===== src/design/tbsf_pkg.sv =====
// ----------------------------------------------------------------------------
// tbsf_pkg
// Shared types, field widths, register indexes and reset values for the
// TDMA burst sync framer.
// ----------------------------------------------------------------------------
package tbsf_pkg;

   // field widths
   localparam int DIBIT_W     = 2;
   localparam int PATTERN_W   = 40;
   localparam int LIMIT_W     = 6;
   localparam int RELOAD_W    = 4;
   localparam int POS_W       = 12;
   localparam int KIND_W      = 3;
   localparam int CSR_IDX_W   = 3;
   localparam int NUM_PATTERN = 5;

   typedef logic [DIBIT_W-1:0]   dibit_type;
   typedef logic [PATTERN_W-1:0] pattern_type;
   typedef logic [LIMIT_W-1:0]   limit_type;
   typedef logic [RELOAD_W-1:0]  reload_type;
   typedef logic [POS_W-1:0]     pos_type;
   typedef logic [KIND_W-1:0]    kind_type;
   typedef logic [CSR_IDX_W-1:0] csr_idx_type;

   // register indexes
   localparam csr_idx_type REG_PAT_MAIN     = 3'd0;
   localparam csr_idx_type REG_PAT_REVERSED = 3'd1;
   localparam csr_idx_type REG_PAT_X2400    = 3'd2;
   localparam csr_idx_type REG_PAT_N1200    = 3'd3;
   localparam csr_idx_type REG_PAT_P1200    = 3'd4;
   localparam csr_idx_type REG_ERR_LIMIT    = 3'd5;
   localparam csr_idx_type REG_RELOAD       = 3'd6;

   // sync pattern kinds, in priority order
   localparam kind_type KIND_MAIN     = 3'd0;
   localparam kind_type KIND_REVERSED = 3'd1;
   localparam kind_type KIND_X2400    = 3'd2;
   localparam kind_type KIND_N1200    = 3'd3;
   localparam kind_type KIND_P1200    = 3'd4;

   // register reset values
   localparam pattern_type PAT_MAIN_RESET = 40'd375228200959;
   localparam limit_type   LIMIT_RESET    = 6'd4;
   localparam reload_type  RELOAD_RESET   = 4'd10;

endpackage


===== src/design/tbsf_req_if.sv =====
// ----------------------------------------------------------------------------
// tbsf_req_if
// Input channel: one received dibit per transfer.
// ----------------------------------------------------------------------------
interface tbsf_req_if;
   import tbsf_pkg::*;

   logic      valid;
   logic      ready;
   dibit_type dibit;

   modport source (output valid, output dibit, input ready);
   modport sink   (input valid, input dibit, output ready);
endinterface


===== src/design/tbsf_rsp_if.sv =====
// ----------------------------------------------------------------------------
// tbsf_rsp_if
// Result channel: sync report and streamed burst bits, one per transfer.
// ----------------------------------------------------------------------------
interface tbsf_rsp_if;
   import tbsf_pkg::*;

   logic      valid;
   logic      ready;
   logic      sync_found;
   kind_type  sync_kind;
   logic      bit_valid;
   pos_type   bit_position;
   dibit_type body_dibit;
   logic      frame_done;

   modport source (output valid, output sync_found, output sync_kind, output bit_valid,
                   output bit_position, output body_dibit, output frame_done,
                   input ready);
   modport sink   (input valid, input sync_found, input sync_kind, input bit_valid,
                   input bit_position, input body_dibit, input frame_done,
                   output ready);
endinterface


===== src/design/tdma_burst_sync_framer_core.sv =====
// ----------------------------------------------------------------------------
// tdma_burst_sync_framer_core
// Sync window, five-pattern sync detector and burst bit streamer.
//
//   channel   dir  handshake             payload
//   req_chan  in   valid/ready           dibit
//   rsp_chan  out  valid/ready           sync_found, sync_kind, bit_valid,
//                                        bit_position, body_dibit, frame_done
//   csr_*     in   csr_we (no wait)      csr_index, csr_wdata
//
// One dibit per cycle while rsp_chan.ready is high; each result passes
// through the input stage, then the result register. The path in between is
// the error count of the main pattern and the position compare.
// Reset is synchronous; configuration, control and state registers return
// to defaults. With rsp_chan.ready low the result holds, and the input
// backs up once the input stage is also full.
// ----------------------------------------------------------------------------
module tdma_burst_sync_framer_core #(
   parameter int BURST_BITS = 360,
   parameter int SYNC_BITS  = 40
) (
   input  logic                   clock,
   input  logic                   reset,
   tbsf_req_if.sink               req_chan,
   tbsf_rsp_if.source             rsp_chan,
   input  logic                   csr_we,
   input  tbsf_pkg::csr_idx_type  csr_index,
   input  tbsf_pkg::pattern_type  csr_wdata
);
   import tbsf_pkg::*;

   localparam int WIN_W  = SYNC_BITS;
   localparam int GROUPS = (SYNC_BITS + 7) / 8;
   localparam int CNT_W  = $clog2(SYNC_BITS + 1);
   localparam int CMP_W  = (CNT_W > LIMIT_W) ? CNT_W : LIMIT_W;
   localparam logic [POS_W:0] BURST_END = (POS_W + 1)'(BURST_BITS);
   localparam pos_type        SYNC_POS  = POS_W'(SYNC_BITS);

   // configuration registers
   pattern_type pat_ff [NUM_PATTERN];
   limit_type   limit_ff;
   reload_type  reload_ff;

   // state
   logic [WIN_W-1:0] window_ff, window_in;
   pos_type          pos_ff, pos_in;
   reload_type       frames_ff, frames_in;

   // input stage
   logic      a_valid_ff, a_valid_in;
   dibit_type a_dibit_ff;

   // result register
   logic      rsp_valid_ff, rsp_valid_in;
   logic      found_ff, found_in;
   kind_type  kind_ff, kind_in;
   logic      bvalid_ff, bvalid_in;
   pos_type   bpos_ff, bpos_in;
   dibit_type body_ff, body_in;
   logic      done_ff, done_in;

   logic out_free, a_free, req_xfer, a_move;

   logic [WIN_W-1:0]      pat_ext [NUM_PATTERN];
   logic [GROUPS*8-1:0]   diff_pad;
   logic [3:0]            grp_cnt [GROUPS];
   logic [CNT_W-1:0]      err_cnt;
   logic                  main_hit, sync_hit;
   kind_type              hit_kind;
   logic [POS_W:0]        pos_nxt;

   // handshake
   assign out_free       = !rsp_valid_ff || rsp_chan.ready;
   assign a_free         = !a_valid_ff || out_free;
   assign req_chan.ready = a_free;
   assign req_xfer       = req_chan.valid && a_free;
   assign a_move         = a_valid_ff && out_free;

   // configuration writes
   always_ff @(posedge clock) begin
      if (reset) begin
         pat_ff[KIND_MAIN]     <= PAT_MAIN_RESET;
         pat_ff[KIND_REVERSED] <= '0;
         pat_ff[KIND_X2400]    <= '0;
         pat_ff[KIND_N1200]    <= '0;
         pat_ff[KIND_P1200]    <= '0;
         limit_ff              <= LIMIT_RESET;
         reload_ff             <= RELOAD_RESET;
      end else if (csr_we) begin
         case (csr_index)
            REG_PAT_MAIN:     pat_ff[KIND_MAIN]     <= csr_wdata;
            REG_PAT_REVERSED: pat_ff[KIND_REVERSED] <= csr_wdata;
            REG_PAT_X2400:    pat_ff[KIND_X2400]    <= csr_wdata;
            REG_PAT_N1200:    pat_ff[KIND_N1200]    <= csr_wdata;
            REG_PAT_P1200:    pat_ff[KIND_P1200]    <= csr_wdata;
            REG_ERR_LIMIT:    limit_ff              <= csr_wdata[LIMIT_W-1:0];
            REG_RELOAD:       reload_ff             <= csr_wdata[RELOAD_W-1:0];
            default: ;
         endcase
      end
   end

   // window shift and input stage
   always_comb begin
      window_in  = window_ff;
      a_valid_in = a_valid_ff;
      if (a_free) begin
         a_valid_in = req_chan.valid;
      end
      if (req_xfer) begin
         window_in = {window_ff[WIN_W-3:0], req_chan.dibit};
      end
   end

   // patterns cut to the window width; only their low bits are compared
   always_comb begin
      for (int k = 0; k < NUM_PATTERN; k++) begin
         pat_ext[k] = WIN_W'(pat_ff[k]);
      end
   end

   // main pattern error count: per-byte counts, then their sum
   assign diff_pad = (GROUPS*8)'(window_ff ^ pat_ext[KIND_MAIN]);

   always_comb begin
      err_cnt = '0;
      for (int g = 0; g < GROUPS; g++) begin
         grp_cnt[g] = '0;
         for (int b = 0; b < 8; b++) begin
            grp_cnt[g] = grp_cnt[g] + 4'(diff_pad[g*8+b]);
         end
      end
      for (int g = 0; g < GROUPS; g++) begin
         err_cnt = err_cnt + CNT_W'(grp_cnt[g]);
      end
   end

   assign main_hit = CMP_W'(err_cnt) <= CMP_W'(limit_ff);

   // priority select, lowest kind wins
   always_comb begin
      sync_hit = 1'b1;
      hit_kind = KIND_MAIN;
      if (main_hit) begin
         hit_kind = KIND_MAIN;
      end else if (window_ff == pat_ext[KIND_REVERSED]) begin
         hit_kind = KIND_REVERSED;
      end else if (window_ff == pat_ext[KIND_X2400]) begin
         hit_kind = KIND_X2400;
      end else if (window_ff == pat_ext[KIND_N1200]) begin
         hit_kind = KIND_N1200;
      end else if (window_ff == pat_ext[KIND_P1200]) begin
         hit_kind = KIND_P1200;
      end else begin
         sync_hit = 1'b0;
      end
   end

   // burst framing and result fields
   assign pos_nxt = {1'b0, pos_ff} + (POS_W + 1)'(2);

   always_comb begin
      pos_in    = pos_ff;
      frames_in = frames_ff;
      found_in  = 1'b0;
      kind_in   = KIND_MAIN;
      bvalid_in = 1'b0;
      bpos_in   = '0;
      body_in   = '0;
      done_in   = 1'b0;
      if (sync_hit) begin
         found_in  = 1'b1;
         kind_in   = hit_kind;
         pos_in    = SYNC_POS;
         frames_in = reload_ff;
      end else if (frames_ff != '0) begin
         bvalid_in = 1'b1;
         bpos_in   = pos_ff;
         body_in   = a_dibit_ff;
         if (pos_nxt >= BURST_END) begin
            done_in   = 1'b1;
            frames_in = frames_ff - RELOAD_W'(1);
            pos_in    = '0;
         end else begin
            pos_in = pos_nxt[POS_W-1:0];
         end
      end
   end

   always_comb begin
      rsp_valid_in = rsp_valid_ff;
      if (out_free) begin
         rsp_valid_in = a_valid_ff;
      end
   end

   // control and state registers
   always_ff @(posedge clock) begin
      if (reset) begin
         a_valid_ff   <= 1'b0;
         rsp_valid_ff <= 1'b0;
         window_ff    <= '0;
         pos_ff       <= '0;
         frames_ff    <= '0;
      end else begin
         a_valid_ff   <= a_valid_in;
         rsp_valid_ff <= rsp_valid_in;
         window_ff    <= window_in;
         if (a_move) begin
            pos_ff    <= pos_in;
            frames_ff <= frames_in;
         end
      end
   end

   // payload registers
   always_ff @(posedge clock) begin
      if (req_xfer) begin
         a_dibit_ff <= req_chan.dibit;
      end
      if (a_move) begin
         found_ff  <= found_in;
         kind_ff   <= kind_in;
         bvalid_ff <= bvalid_in;
         bpos_ff   <= bpos_in;
         body_ff   <= body_in;
         done_ff   <= done_in;
      end
   end

   assign rsp_chan.valid        = rsp_valid_ff;
   assign rsp_chan.sync_found   = found_ff;
   assign rsp_chan.sync_kind    = kind_ff;
   assign rsp_chan.bit_valid    = bvalid_ff;
   assign rsp_chan.bit_position = bpos_ff;
   assign rsp_chan.body_dibit   = body_ff;
   assign rsp_chan.frame_done   = done_ff;

endmodule


===== src/flat_wrapper.sv =====
// flat-port wrapper written by rule: the top's interface ports become plain ports
module tdma_burst_sync_framer_core_flat import tbsf_pkg::*;
#(
   parameter int BURST_BITS = 360,
   parameter int SYNC_BITS  = 40
)
  (clock, reset, csr_we, csr_index, csr_wdata, req_chan_valid, req_chan_dibit, req_chan_ready, rsp_chan_valid, rsp_chan_sync_found, rsp_chan_sync_kind, rsp_chan_bit_valid, rsp_chan_bit_position, rsp_chan_body_dibit, rsp_chan_frame_done, rsp_chan_ready);
  tbsf_req_if req_chan_i ();
  tbsf_rsp_if rsp_chan_i ();
  input  logic clock;
  input  logic reset;
  input  logic csr_we;
  input  tbsf_pkg::csr_idx_type csr_index;
  input  tbsf_pkg::pattern_type csr_wdata;
  input wire logic [$bits(req_chan_i.valid)-1:0] req_chan_valid;
  input wire logic [$bits(req_chan_i.dibit)-1:0] req_chan_dibit;
  output wire logic [$bits(req_chan_i.ready)-1:0] req_chan_ready;
  output wire logic [$bits(rsp_chan_i.valid)-1:0] rsp_chan_valid;
  output wire logic [$bits(rsp_chan_i.sync_found)-1:0] rsp_chan_sync_found;
  output wire logic [$bits(rsp_chan_i.sync_kind)-1:0] rsp_chan_sync_kind;
  output wire logic [$bits(rsp_chan_i.bit_valid)-1:0] rsp_chan_bit_valid;
  output wire logic [$bits(rsp_chan_i.bit_position)-1:0] rsp_chan_bit_position;
  output wire logic [$bits(rsp_chan_i.body_dibit)-1:0] rsp_chan_body_dibit;
  output wire logic [$bits(rsp_chan_i.frame_done)-1:0] rsp_chan_frame_done;
  input wire logic [$bits(rsp_chan_i.ready)-1:0] rsp_chan_ready;
  assign req_chan_i.valid = req_chan_valid;
  assign req_chan_i.dibit = req_chan_dibit;
  assign req_chan_ready = req_chan_i.ready;
  assign rsp_chan_valid = rsp_chan_i.valid;
  assign rsp_chan_sync_found = rsp_chan_i.sync_found;
  assign rsp_chan_sync_kind = rsp_chan_i.sync_kind;
  assign rsp_chan_bit_valid = rsp_chan_i.bit_valid;
  assign rsp_chan_bit_position = rsp_chan_i.bit_position;
  assign rsp_chan_body_dibit = rsp_chan_i.body_dibit;
  assign rsp_chan_frame_done = rsp_chan_i.frame_done;
  assign rsp_chan_i.ready = rsp_chan_ready;
  tdma_burst_sync_framer_core #(.BURST_BITS(BURST_BITS), .SYNC_BITS(SYNC_BITS)) u_core (.clock(clock), .reset(reset), .req_chan(req_chan_i), .rsp_chan(rsp_chan_i), .csr_we(csr_we), .csr_index(csr_index), .csr_wdata(csr_wdata));
endmodule

===== config.mk =====
export PLATFORM = sky130hd
export DESIGN_NAME = tdma_burst_sync_framer_core_flat
export DESIGN_NICKNAME = d
export VERILOG_FILES = /design/src/design/tbsf_pkg.sv /design/src/design/tbsf_req_if.sv /design/src/design/tbsf_rsp_if.sv /design/src/design/tdma_burst_sync_framer_core.sv /design/src/flat_wrapper.sv
export SDC_FILE = /design/constraint.sdc
export NUM_CORES = 1
export LEC_CHECK = 0
export ABC_AREA = 1
export BUFFER_PORTS_ARGS = -buffer_cell sky130_fd_sc_hd__buf_2
export CAP_MARGIN = 5
export CORE_UTILIZATION = 45
export CTS_BUF_LIST = sky130_fd_sc_hd__clkbuf_8
export CTS_CLUSTER_DIAMETER = 80
export DETAILED_ROUTE_END_ITERATION = 6
export SETUP_SLACK_MARGIN = 0.4
export SLEW_MARGIN = 30
export SYNTH_ARGS = -nofsm -noshare
export SYNTH_HDL_FRONTEND = slang
export SYNTH_SLANG_ARGS = --single-unit
export TNS_END_PERCENT = 5

===== constraint.sdc =====
create_clock -name clock -period 9.7 [get_ports clock]
set_input_delay 1.455 -clock clock [delete_from_list [all_inputs] [get_ports clock]]
set_output_delay 1.455 -clock clock [all_outputs]
set_load 0.01 [all_outputs]

# --- Word-level counts from Yosys, hierarchy flattened ---
# Memories as Yosys holds them, arrays and structs flattened.
# Index checks and enable logic that the tools add are counted.
totals:
  output_inout_bits: 22
  word_cells: 141
  latch_bits: 0
  memories: 1
  ramBits: 200
  rom_bits: 0
  input_bits: 50
  ff_bits: 90
memory_table:
  columns: ["memory", "depth", "width", "rd", "rd_ports_with_merged_regs", "wr", "line_no", "rtl"]
  rows:
  - ["u_core.pat_ff", 5, 40, 5, 0, 5, "tdma_burst_sync_framer_core.sv:40", "pattern_type pat_ff [NUM_PATTERN];"]
classes:
  n_div: 0
  n_eq_ne: 10
  n_shift: 0
  n_mul: 0
  mux: 45
  addsub: 41
  magnitude_cmp: 2
  reduce_logical: 18
  bitwise_logic: 8
ops:
  columns: ["operator", "n"]
  rows:
  - ["$mux W40", 5]
  - ["$eq A40 B40 Y1", 4]
  - ["$add A4 B1 Y4", 30]
  - ["$xor A40 B40 Y40", 1]
  - ["$mux W12", 3]
  - ["$mux W1", 31]
  - ["$add A6 B4 Y6", 3]
  - ["$add A12 B2 Y13 const B", 1]
  - ["$ge A13 B9 Y1 const B", 1]
  - ["$mux W4", 3]
  - ["$add A1 B1 Y2", 5]
  - ["$eq A3 B3 Y1 const B", 3]
  - ["$eq A3 B2 Y1 const B", 2]
  - ["$le A6 B6 Y1", 1]
  - ["$reduce_and A2 Y1", 3]
  - ["$add A4 B4 Y5", 1]
  - ["$or A1 B1 Y1", 5]
  - ["$reduce_or A5 Y1", 1]
  - ["$mux W2", 2]
  - ["$reduce_bool A2 Y1", 2]
  - ["$reduce_bool A4 Y1", 1]
  - ["$reduce_or A2 Y1", 2]
  - ["$sub A4 B1 Y4 const B", 1]
  - ["$eq A3 B1 Y1 const B", 1]
  - ["other kinds (8)", 12]

# --- Logic depth before layout (Yosys ltp) ---
# Gate-level depths: netlist (run 1).
# An unclocked memory read counts as a cell.
logic_depth:
  ltp_word: 17
  mapped_depth: 32
  ltp_nobuf: 31

# --- Least setup slack after synthesis (run 1) ---
# Ideal clock, no wire load.
synth_path:
  path_type: "register to register"
  start: "reg u_core.window_ff[9]"
  end: "reg u_core.bpos_ff[5] (netlist: u_core.rsp_chan.bit_position[5]) (data pin)"
  required_ps: 9562
  stages_incl_launch_ff: 31
  arrival_time_ps: 6742
  n_path_buf: 2
  path_slack_ps: 2820
  setup_time_ps: 138
  synth_period_minus_slack_ps: 6880
  path_cell_list: "dfxtp_1 -> buf_4 -> xor2_1 -> ha_1 -> inv_1 -> fa_1 -> fa_1 -> fa_1 -> fa_1 -> xnor2_1 -> ha_1 -> a21oi_1 -> nand2_1 -> xnor2_1 -> fa_1 -> fa_1 -> inv_1 -> ha_1 -> nand2_1 -> o21ai_0 -> xor2_1 -> ha_1 -> nand2_1 -> nor2_1 -> nand3b_1 -> a32oi_2 -> nand2_4 -> nor2_4 -> inv_2 -> buf_6 -> nor2_1"
synth_via:
  elab_chain_len: 15
  word_cells_on_any_way: 23
  classes_between: "add/sub: 11; order compare: 1; eq/ne: 4; mux: 5; bitwise: 1; reduce/logical: 1"
synth_rtl:
  columns: ["item", "line_no", "rtl"]
  rows:
  - ["from (decl)", "tdma_burst_sync_framer_core.sv:45", "logic [WIN_W-1:0] window_ff, window_in;"]
  - ["from (signal assigned)", "tdma_burst_sync_framer_core.sv:208", "window_ff <= window_in;"]
  - ["$xor A40 B40 Y40", "tdma_burst_sync_framer_core.sv:123", "assign diff_pad = (GROUPS*8)'(window_ff ^ pat_ext[KIND_MAIN]);"]
  - ["$add A1 B1 Y2", "tdma_burst_sync_framer_core.sv:130", "grp_cnt[g] = grp_cnt[g] + 4'(diff_pad[g*8+b]);"]
  - ["$add A4 B1 Y4 (6 in a row)", "tdma_burst_sync_framer_core.sv:130", null]
  - ["$add A4 B4 Y5", "tdma_burst_sync_framer_core.sv:134", "err_cnt = err_cnt + CNT_W'(grp_cnt[g]);"]
  - ["$add A6 B4 Y6 (3 in a row)", "tdma_burst_sync_framer_core.sv:134", null]
  - ["$le A6 B6 Y1", "tdma_burst_sync_framer_core.sv:138", "assign main_hit = CMP_W'(err_cnt) <= CMP_W'(limit_ff);"]
  - ["$mux W1 *", "tdma_burst_sync_framer_core.sv:144", "if (main_hit) begin"]
  - ["$reduce_or A2 Y1 (no source line) *", null, null]
  - ["to (signal assigned)", "tdma_burst_sync_framer_core.sv:225", "bpos_ff <= bpos_in;"]
  - ["to (decl)", "tdma_burst_sync_framer_core.sv:58", "pos_type bpos_ff, bpos_in;"]
# Every way passes the cells marked *; elsewhere a longest branch is shown, timed or not.
# A chain may end at the register's enable or synchronous reset.

# --- Final worst setup path (run 1) ---
layout_path:
  start: "reg u_core.window_ff[9]"
  end: "reg u_core.pos_ff[6]"
layout_via:
  elab_chain_len: 16
  word_cells_on_any_way: 25
  classes_between: "add/sub: 11; order compare: 1; eq/ne: 4; mux: 6; bitwise: 1; reduce/logical: 2"
layout_rtl:
  columns: ["item", "line_no", "rtl"]
  rows:
  - ["$xor A40 B40 Y40", "tdma_burst_sync_framer_core.sv:123", null]
  - ["$add A1 B1 Y2", "tdma_burst_sync_framer_core.sv:130", null]
  - ["$add A4 B1 Y4 (6 in a row)", "tdma_burst_sync_framer_core.sv:130", null]
  - ["$add A4 B4 Y5", "tdma_burst_sync_framer_core.sv:134", null]
  - ["$add A6 B4 Y6 (3 in a row)", "tdma_burst_sync_framer_core.sv:134", null]
  - ["$le A6 B6 Y1", "tdma_burst_sync_framer_core.sv:138", null]
  - ["$mux W1 *", "tdma_burst_sync_framer_core.sv:144", null]
  - ["$reduce_bool A2 Y1 (no source line)", null, null]
  - ["$reduce_and A2 Y1 (no source line)", null, null]
  - ["to (signal assigned)", "tdma_burst_sync_framer_core.sv:210", "pos_ff <= pos_in;"]
  - ["to (decl)", "tdma_burst_sync_framer_core.sv:46", "pos_type pos_ff, pos_in;"]
# Marks and branches as above.

==> results of run 1 <==
==> per-layer routing <==
| layer | global-route usage, % | part of all wire [%] | up-vias |
|---|---|---|---|
| met5 | 0 | 0 | - |
| met4 | 7.66 | 3.1 | 0 |
| met3 | 3.04 | 5.0 | 64 |
| met2 | 33.2 | 45 | 220 |
| met1 | 30.3 | 47 | 4294 |
| li1 | - | - | 4541 |
==> through the flow <==
step,std cells,setup WS (ns)
floorplan,1383,2.82
global placement,1797,2.30
detailed placement,1797,2.08
CTS,1888,2.07
global route,1888,1.58
finish,1888,2.06
==> cells in the mapped netlist (all sizes together) <==
library cell | n | area (µm²)
o211ai | 3 | 22.5
edfxtp | 221 | 6640
xor2 | 21 | 184
nor3 | 6 | 30.0
xnor2 | 152 | 1330
buf | 41 | 308
inv | 187 | 704
dfxtp | 67 | 1340
nand3 | 19 | 123
nor2 | 150 | 581
a21oi | 51 | 255
nand4 | 20 | 125
clkbuf | 22 | 83.8
conb | 1 | 3.75
o31ai | 1 | 7.51
o21ai | 65 | 325
nand3b | 1 | 7.51
nand2 | 289 | 1100
ha | 34 | 425
fa | 29 | 581
a32oi | 1 | 16.3
clkinv | 2 | 7.51
==> worst max-delay path: cells and delay by family (launching register included) <==
| family | cells | cell delay (ns) |
|---|---|---|
| xor gates and xnor gates | 4 | 0.53 |
| adders and majority gates | 10 | 4.23 |
| and+or+nand+nor | 10 | 1.14 |
| DFF | 1 | 0.50 |
| AOI/OAI and AO/OA | 3 | 0.86 |
| buffers and inverters | 3 | 0.31 |
==> report_power, final <==
group | internal [mW] | switching, mW | total [mW] | leakage (nW)
clock | 0.558 | 0.487 | 1.04 | 0.577
sequential | 1.48 | 0.0723 | 1.56 | 2.70
combinational | 1.39 | 2.20 | 3.59 | 3.18
total | 3.43 | 2.76 | 6.20 | 6.46
==> registers in the layout, indices dropped and copies added (netlist names) <==
register and cells:
u_core.reload_ff 4, u_core.a_dibit_ff 2, u_core.rsp_chan.sync_found 1, u_core.frames_ff 4
u_core.a_valid_ff 1, u_core.limit_ff 6, u_core.window_ff 40, u_core.rsp_chan.body_dibit 2
u_core.pat_ff 200, u_core.rsp_chan.sync_kind 3, u_core.pos_ff 11, u_core.rsp_chan.bit_valid 1
u_core.rsp_chan.frame_done 1, u_core.rsp_chan.valid 1, u_core.rsp_chan.bit_position 11
==> final timing paths <==
path / to / cells after the start / slack, ns / start
worst max-delay path: u_core.pos_ff[6] / 30 / 2.06 / u_core.window_ff[9]
worst max register to register: u_core.pos_ff[6] / 30 / 2.06 / u_core.window_ff[9]
worst min-delay path: u_core.limit_ff[1] / 2 / 0.47 / u_core.limit_ff[1]
worst min register to register: u_core.limit_ff[1] / 2 / 0.47 / u_core.limit_ff[1]
==> cell type report <==
| cell class | instances | area (µm²) | share of cell area (%) |
|---|---|---|---|
| multi-input cells | 843 | 5140 | 32.7 |
| well taps | 396 | 495 | 3.15 |
| clock inverters | 31 | 128 | 0.812 |
| repair buffers | 81 | 433 | 2.75 |
| inverters | 189 | 712 | 4.53 |
| flip-flops and latches | 288 | 7980 | 50.8 |
| clock buffers | 60 | 826 | 5.25 |
==> cells by family (layout without fill, tap and decap cells) <==
logic type                 count (synthesis)  in the layout
buffers and inverters                    252            361
DFF                                      288            288
xor gates and xnor gates                 173            173
and+or+nand+nor                          485            485
other                                      1              1
AOI/OAI and AO/OA                        121            121
adders and majority gates                 63             63
==> impl_metrics.tcl, run 1 <==
set metrics [dict create \
    run_status "complete, but fails checks" \
    violations "design-rule violations" \
    clk_path_buf_depth 3 \
    end_kind "flip-flop" \
    fin_crit_ns 7.64 \
    ant_nets 0 \
    utilization_pct 51.0 \
    grt.total_usage_pct 21.3 \
    critPathMaxStageDelay_ns 0.55 \
    synth_top_family_by_area "simple AND/OR/NAND/NOR gates" \
    remaining_drc_errors 6 \
    final_cell_mix "281 x nand2_1, 221 x edfxtp_1, 195 x inv_1" \
    hpwlAfterDp_um 22600 \
    fin_hold_ws_ns 0.471 \
    ios 72 \
    grt-ovfl-total 0 \
    final_common_cell "nand2_1" \
    num_vias 9119 \
    synth_xor_area_share_pct 10.7 \
    synth_compound_area_share_pct 4.41 \
    first_global_vias 9012 \
    dr.first_iter.drc_count 698 \
    synth-seq-cells 288 \
    drive_above_1_share_pct 12.1 \
    power_mw 6.20 \
    fin_tns_setup_ns 0 \
    die_h_um 180 \
    setup_violations 0 \
    crit_path_start_kind "flip-flop" \
    syn_to_final_growth_pct 10.7 \
    clock_latency_ns 0.57 \
    grt_first_pass_wirelength_um 51800 \
    cts_sinks 288 \
    cts-root-buf "clkbuf_8" \
    slew_headroom_pct 49.4 \
    cp_data_required_time_ns 10.21 \
    worstPathMaxFanout 12 \
    power.leakage_nw 6.46 \
    num-fill-cells 2834 \
    period_share_pct 78.8 \
    fin_area_um2 15700 \
    worstSetupPathType "reg2reg" \
    grt_max_degree 65 \
    htree_num_levels 2 \
    syn_area_per_cell_um2 10.3 \
    yosys.cell_types.count 34 \
    slew_violations 0 \
    hold_class "reg2reg" \
    syn_area_um2 14200 \
    muxShareOfSynthArea_pct 0 \
    finalWeightedCongestion 0.886 \
    fmax_mhz 131 \
    cp_common_cell "fa_1" \
    vias_per_cell 4.83 \
    core_um2 30800 \
    die_x_um 180 \
    cts_hold_buffers 0 \
    numPortBuffers 70 \
    dpl-instance-area_um2 14800 \
    start_util_pct 46.1 \
    fin_skew_ns 0.0336 \
    yosys_warnings 0 \
    rsz0062_at_grt "false" \
    cap_violations 0 \
    arrival_ns 8.16 \
    antenna_found_initial 0 \
    vdd_drop_max_mv 0.815 \
    worst_slew_pin_slew_ns 0.759 \
    fp-row-count 64 \
    hold_viol 0 \
    slowest_stage "fa_1" \
    cts.reportedPaths.clkPinSlew_ns 0.06 \
    antenna_cells 0 \
    yosys.area_share.simple_pct 13.8 \
    p_per_area_nw_per_um2 394 \
    syn_inst 1383 \
    totalWireLength_um 33300 \
    yosysSeqAreaShare_pct 56.2 \
    numCtsBuffers 50 \
    drt_pre_antenna_iters 7 \
    synthAdderAreaFrac_pct 7.08 \
    wire_per_inst_um 17.7 \
    post_cts_buffers 0 \
    die_area_um2 32300 \
    nNetsFinal 1566 \
    cts_resized 0 \
    synth_fp_nets 1496 \
    cts_tree "yes" \
]
No activity file was read; power rests on OpenSTA's default activity.
==> run 2, diff against run 1 <==
- clock period: 9.7 -> 7.7 ns (I/O delays scaled with it)
==> impl_metrics.tcl, run 2 (synthesis gave the netlist of run 1 again) <==
set metrics [dict create \
    dp.cells 1805 \
    nNetsFinal 1576 \
    largestRegisters "u_core.pat_ff (200), u_core.window_ff (40)" \
    cts.reportedPaths.clkPinSlew_ns 0.06 \
    hold_class "reg2reg" \
    arrival_ns 7.49 \
    numCtsBuffers 49 \
    start_util_pct 46.1 \
    slowest_stage "fa_1" \
    violations "design-rule violations" \
    htree_num_levels 2 \
    fp-row-count 64 \
    clock_latency_ns 0.60 \
    largest-register "u_core.pat_ff" \
    wire_per_inst_um 17.6 \
    dr.first_iter.drc_count 645 \
    routed.top_layer "met4" \
    grt-ovfl-total 0 \
    worst_slew_pin_slew_ns 0.755 \
    final_common_cell "nand2_1" \
    rsz0062_at_grt "false" \
    ant_nets 0 \
    cts_sinks 288 \
    dpl-instance-area_um2 14800 \
    critPathMaxStageDelay_ns 0.54 \
    run_status "complete, but fails checks" \
    fin_hold_ws_ns 0.473 \
    period_share_pct 91.1 \
    numPortBuffers 70 \
    remaining_drc_errors 6 \
    grt.total_usage_pct 20.9 \
    cap_violations 0 \
    die_area_um2 32300 \
    first_global_vias 9142 \
    die_x_um 180 \
    path_buf_inv 3 \
    cp_common_cell "fa_1" \
    syn_to_final_growth_pct 11.5 \
    clk_path_buf_depth 3 \
    core_um2 30800 \
    finalWeightedCongestion 0.880 \
    fin_crit_ns 7.01 \
    largest_register_ffs 200 \
    fmax_mhz 143 \
    slew_violations 0 \
    hpwlAfterDp_um 22700 \
    cts-root-buf "clkbuf_8" \
    antenna_cells 0 \
    ios 72 \
    grt_max_degree 65 \
    cts_hold_buffers 0 \
    drt-met1-wl_um 15400 \
    met3_length_um 1830 \
    vias_per_cell 4.89 \
    hold_viol 0 \
    final_cell_mix "281 x nand2_1, 221 x edfxtp_1, 192 x inv_1" \
    cts_tree "yes" \
    drt_pre_antenna_iters 7 \
    grt_first_pass_wirelength_um 51200 \
    slew_headroom_pct 49.7 \
    fin_tns_setup_ns 0 \
    fin_skew_ns 0.0423 \
    path_delay_family "adder cells" \
    totalWireLength_um 33500 \
    worstPathMaxFanout 10 \
    crit_path_start_kind "flip-flop" \
    fin_area_um2 15800 \
    num_vias 9282 \
    met2_length_um 15300 \
    antenna_found_initial 1 \
    cp_data_required_time_ns 8.17 \
    end_kind "flip-flop" \
    final_cells 1898 \
    worstSetupPathType "reg2reg" \
    drive_above_1_share_pct 13.0 \
    die_h_um 180 \
    setup_violations 0 \
]
==> run 2: cell count changes in the layout (fill, tap and decap cells not counted), sizes merged <==
cell | previous run | this run
clkbuf | 60 | 51
clkinv | 9 | 16
clkinvlp | 0 | 1
buf | 81 | 92
inv | 211 | 210
bufinv | 0 | 1
==> run 2: path summary, 6_finish.rpt <==
path / end / start / depth (start not counted) / slack [ns]
min reg2reg: u_core.limit_ff[1] / u_core.limit_ff[1] / 2 / 0.47
min: u_core.limit_ff[1] / u_core.limit_ff[1] / 2 / 0.47
max reg2reg: u_core.pos_ff[5] / u_core.pat_ff[0][0] / 27 / 0.69
max: u_core.pos_ff[5] / u_core.pat_ff[0][0] / 27 / 0.69
==> run 2: worst min-delay path: cells and delay by family (launching register included) <==
family                 cells  cell delay [ns]
DFF                        1             0.30
buffers and inverters      1             0.07
AOI/OAI and AO/OA          1             0.06
==> run 2: metrics by stage <==
step / utilization, % / setup slack, ns
2_1_floorplan: - / 0.820
3_3_place_gp: 48.1 / 0.397
3_5_place_dp: 48.1 / 0.281
4_1_cts: 51.1 / 0.463
5_1_grt: 51.4 / 0.413
6_report: 51.4 / 0.685
==> run 2: area by class of cell <==
cell class,instances,area [µm²]
clock buffers,51,702
clock inverters,39,205
fillers,2800,15000
inverters,189,718
multi-input cells,843,5220
flip-flops and latches,288,7980
well taps,396,495
repair buffers,92,519
==> run 2: metal layers <==
metal,GRT usage (%),up-vias
li1,-,4565
met1,28.8,4393
met2,33.5,259
met3,3.57,65
met4,7.21,0
met5,0,-
==> run 2: what timing repair did <==
action	CTS	global route
resized for setup	2	14
setup endpoints to repair	8	34
gates cloned	0	0
pin swaps	1	6
setup buffers	2	1
Power of run 2 is left out: the tool's default activity adds up to more than one toggle a clock period on the data nets, which glitch-free logic cannot reach.
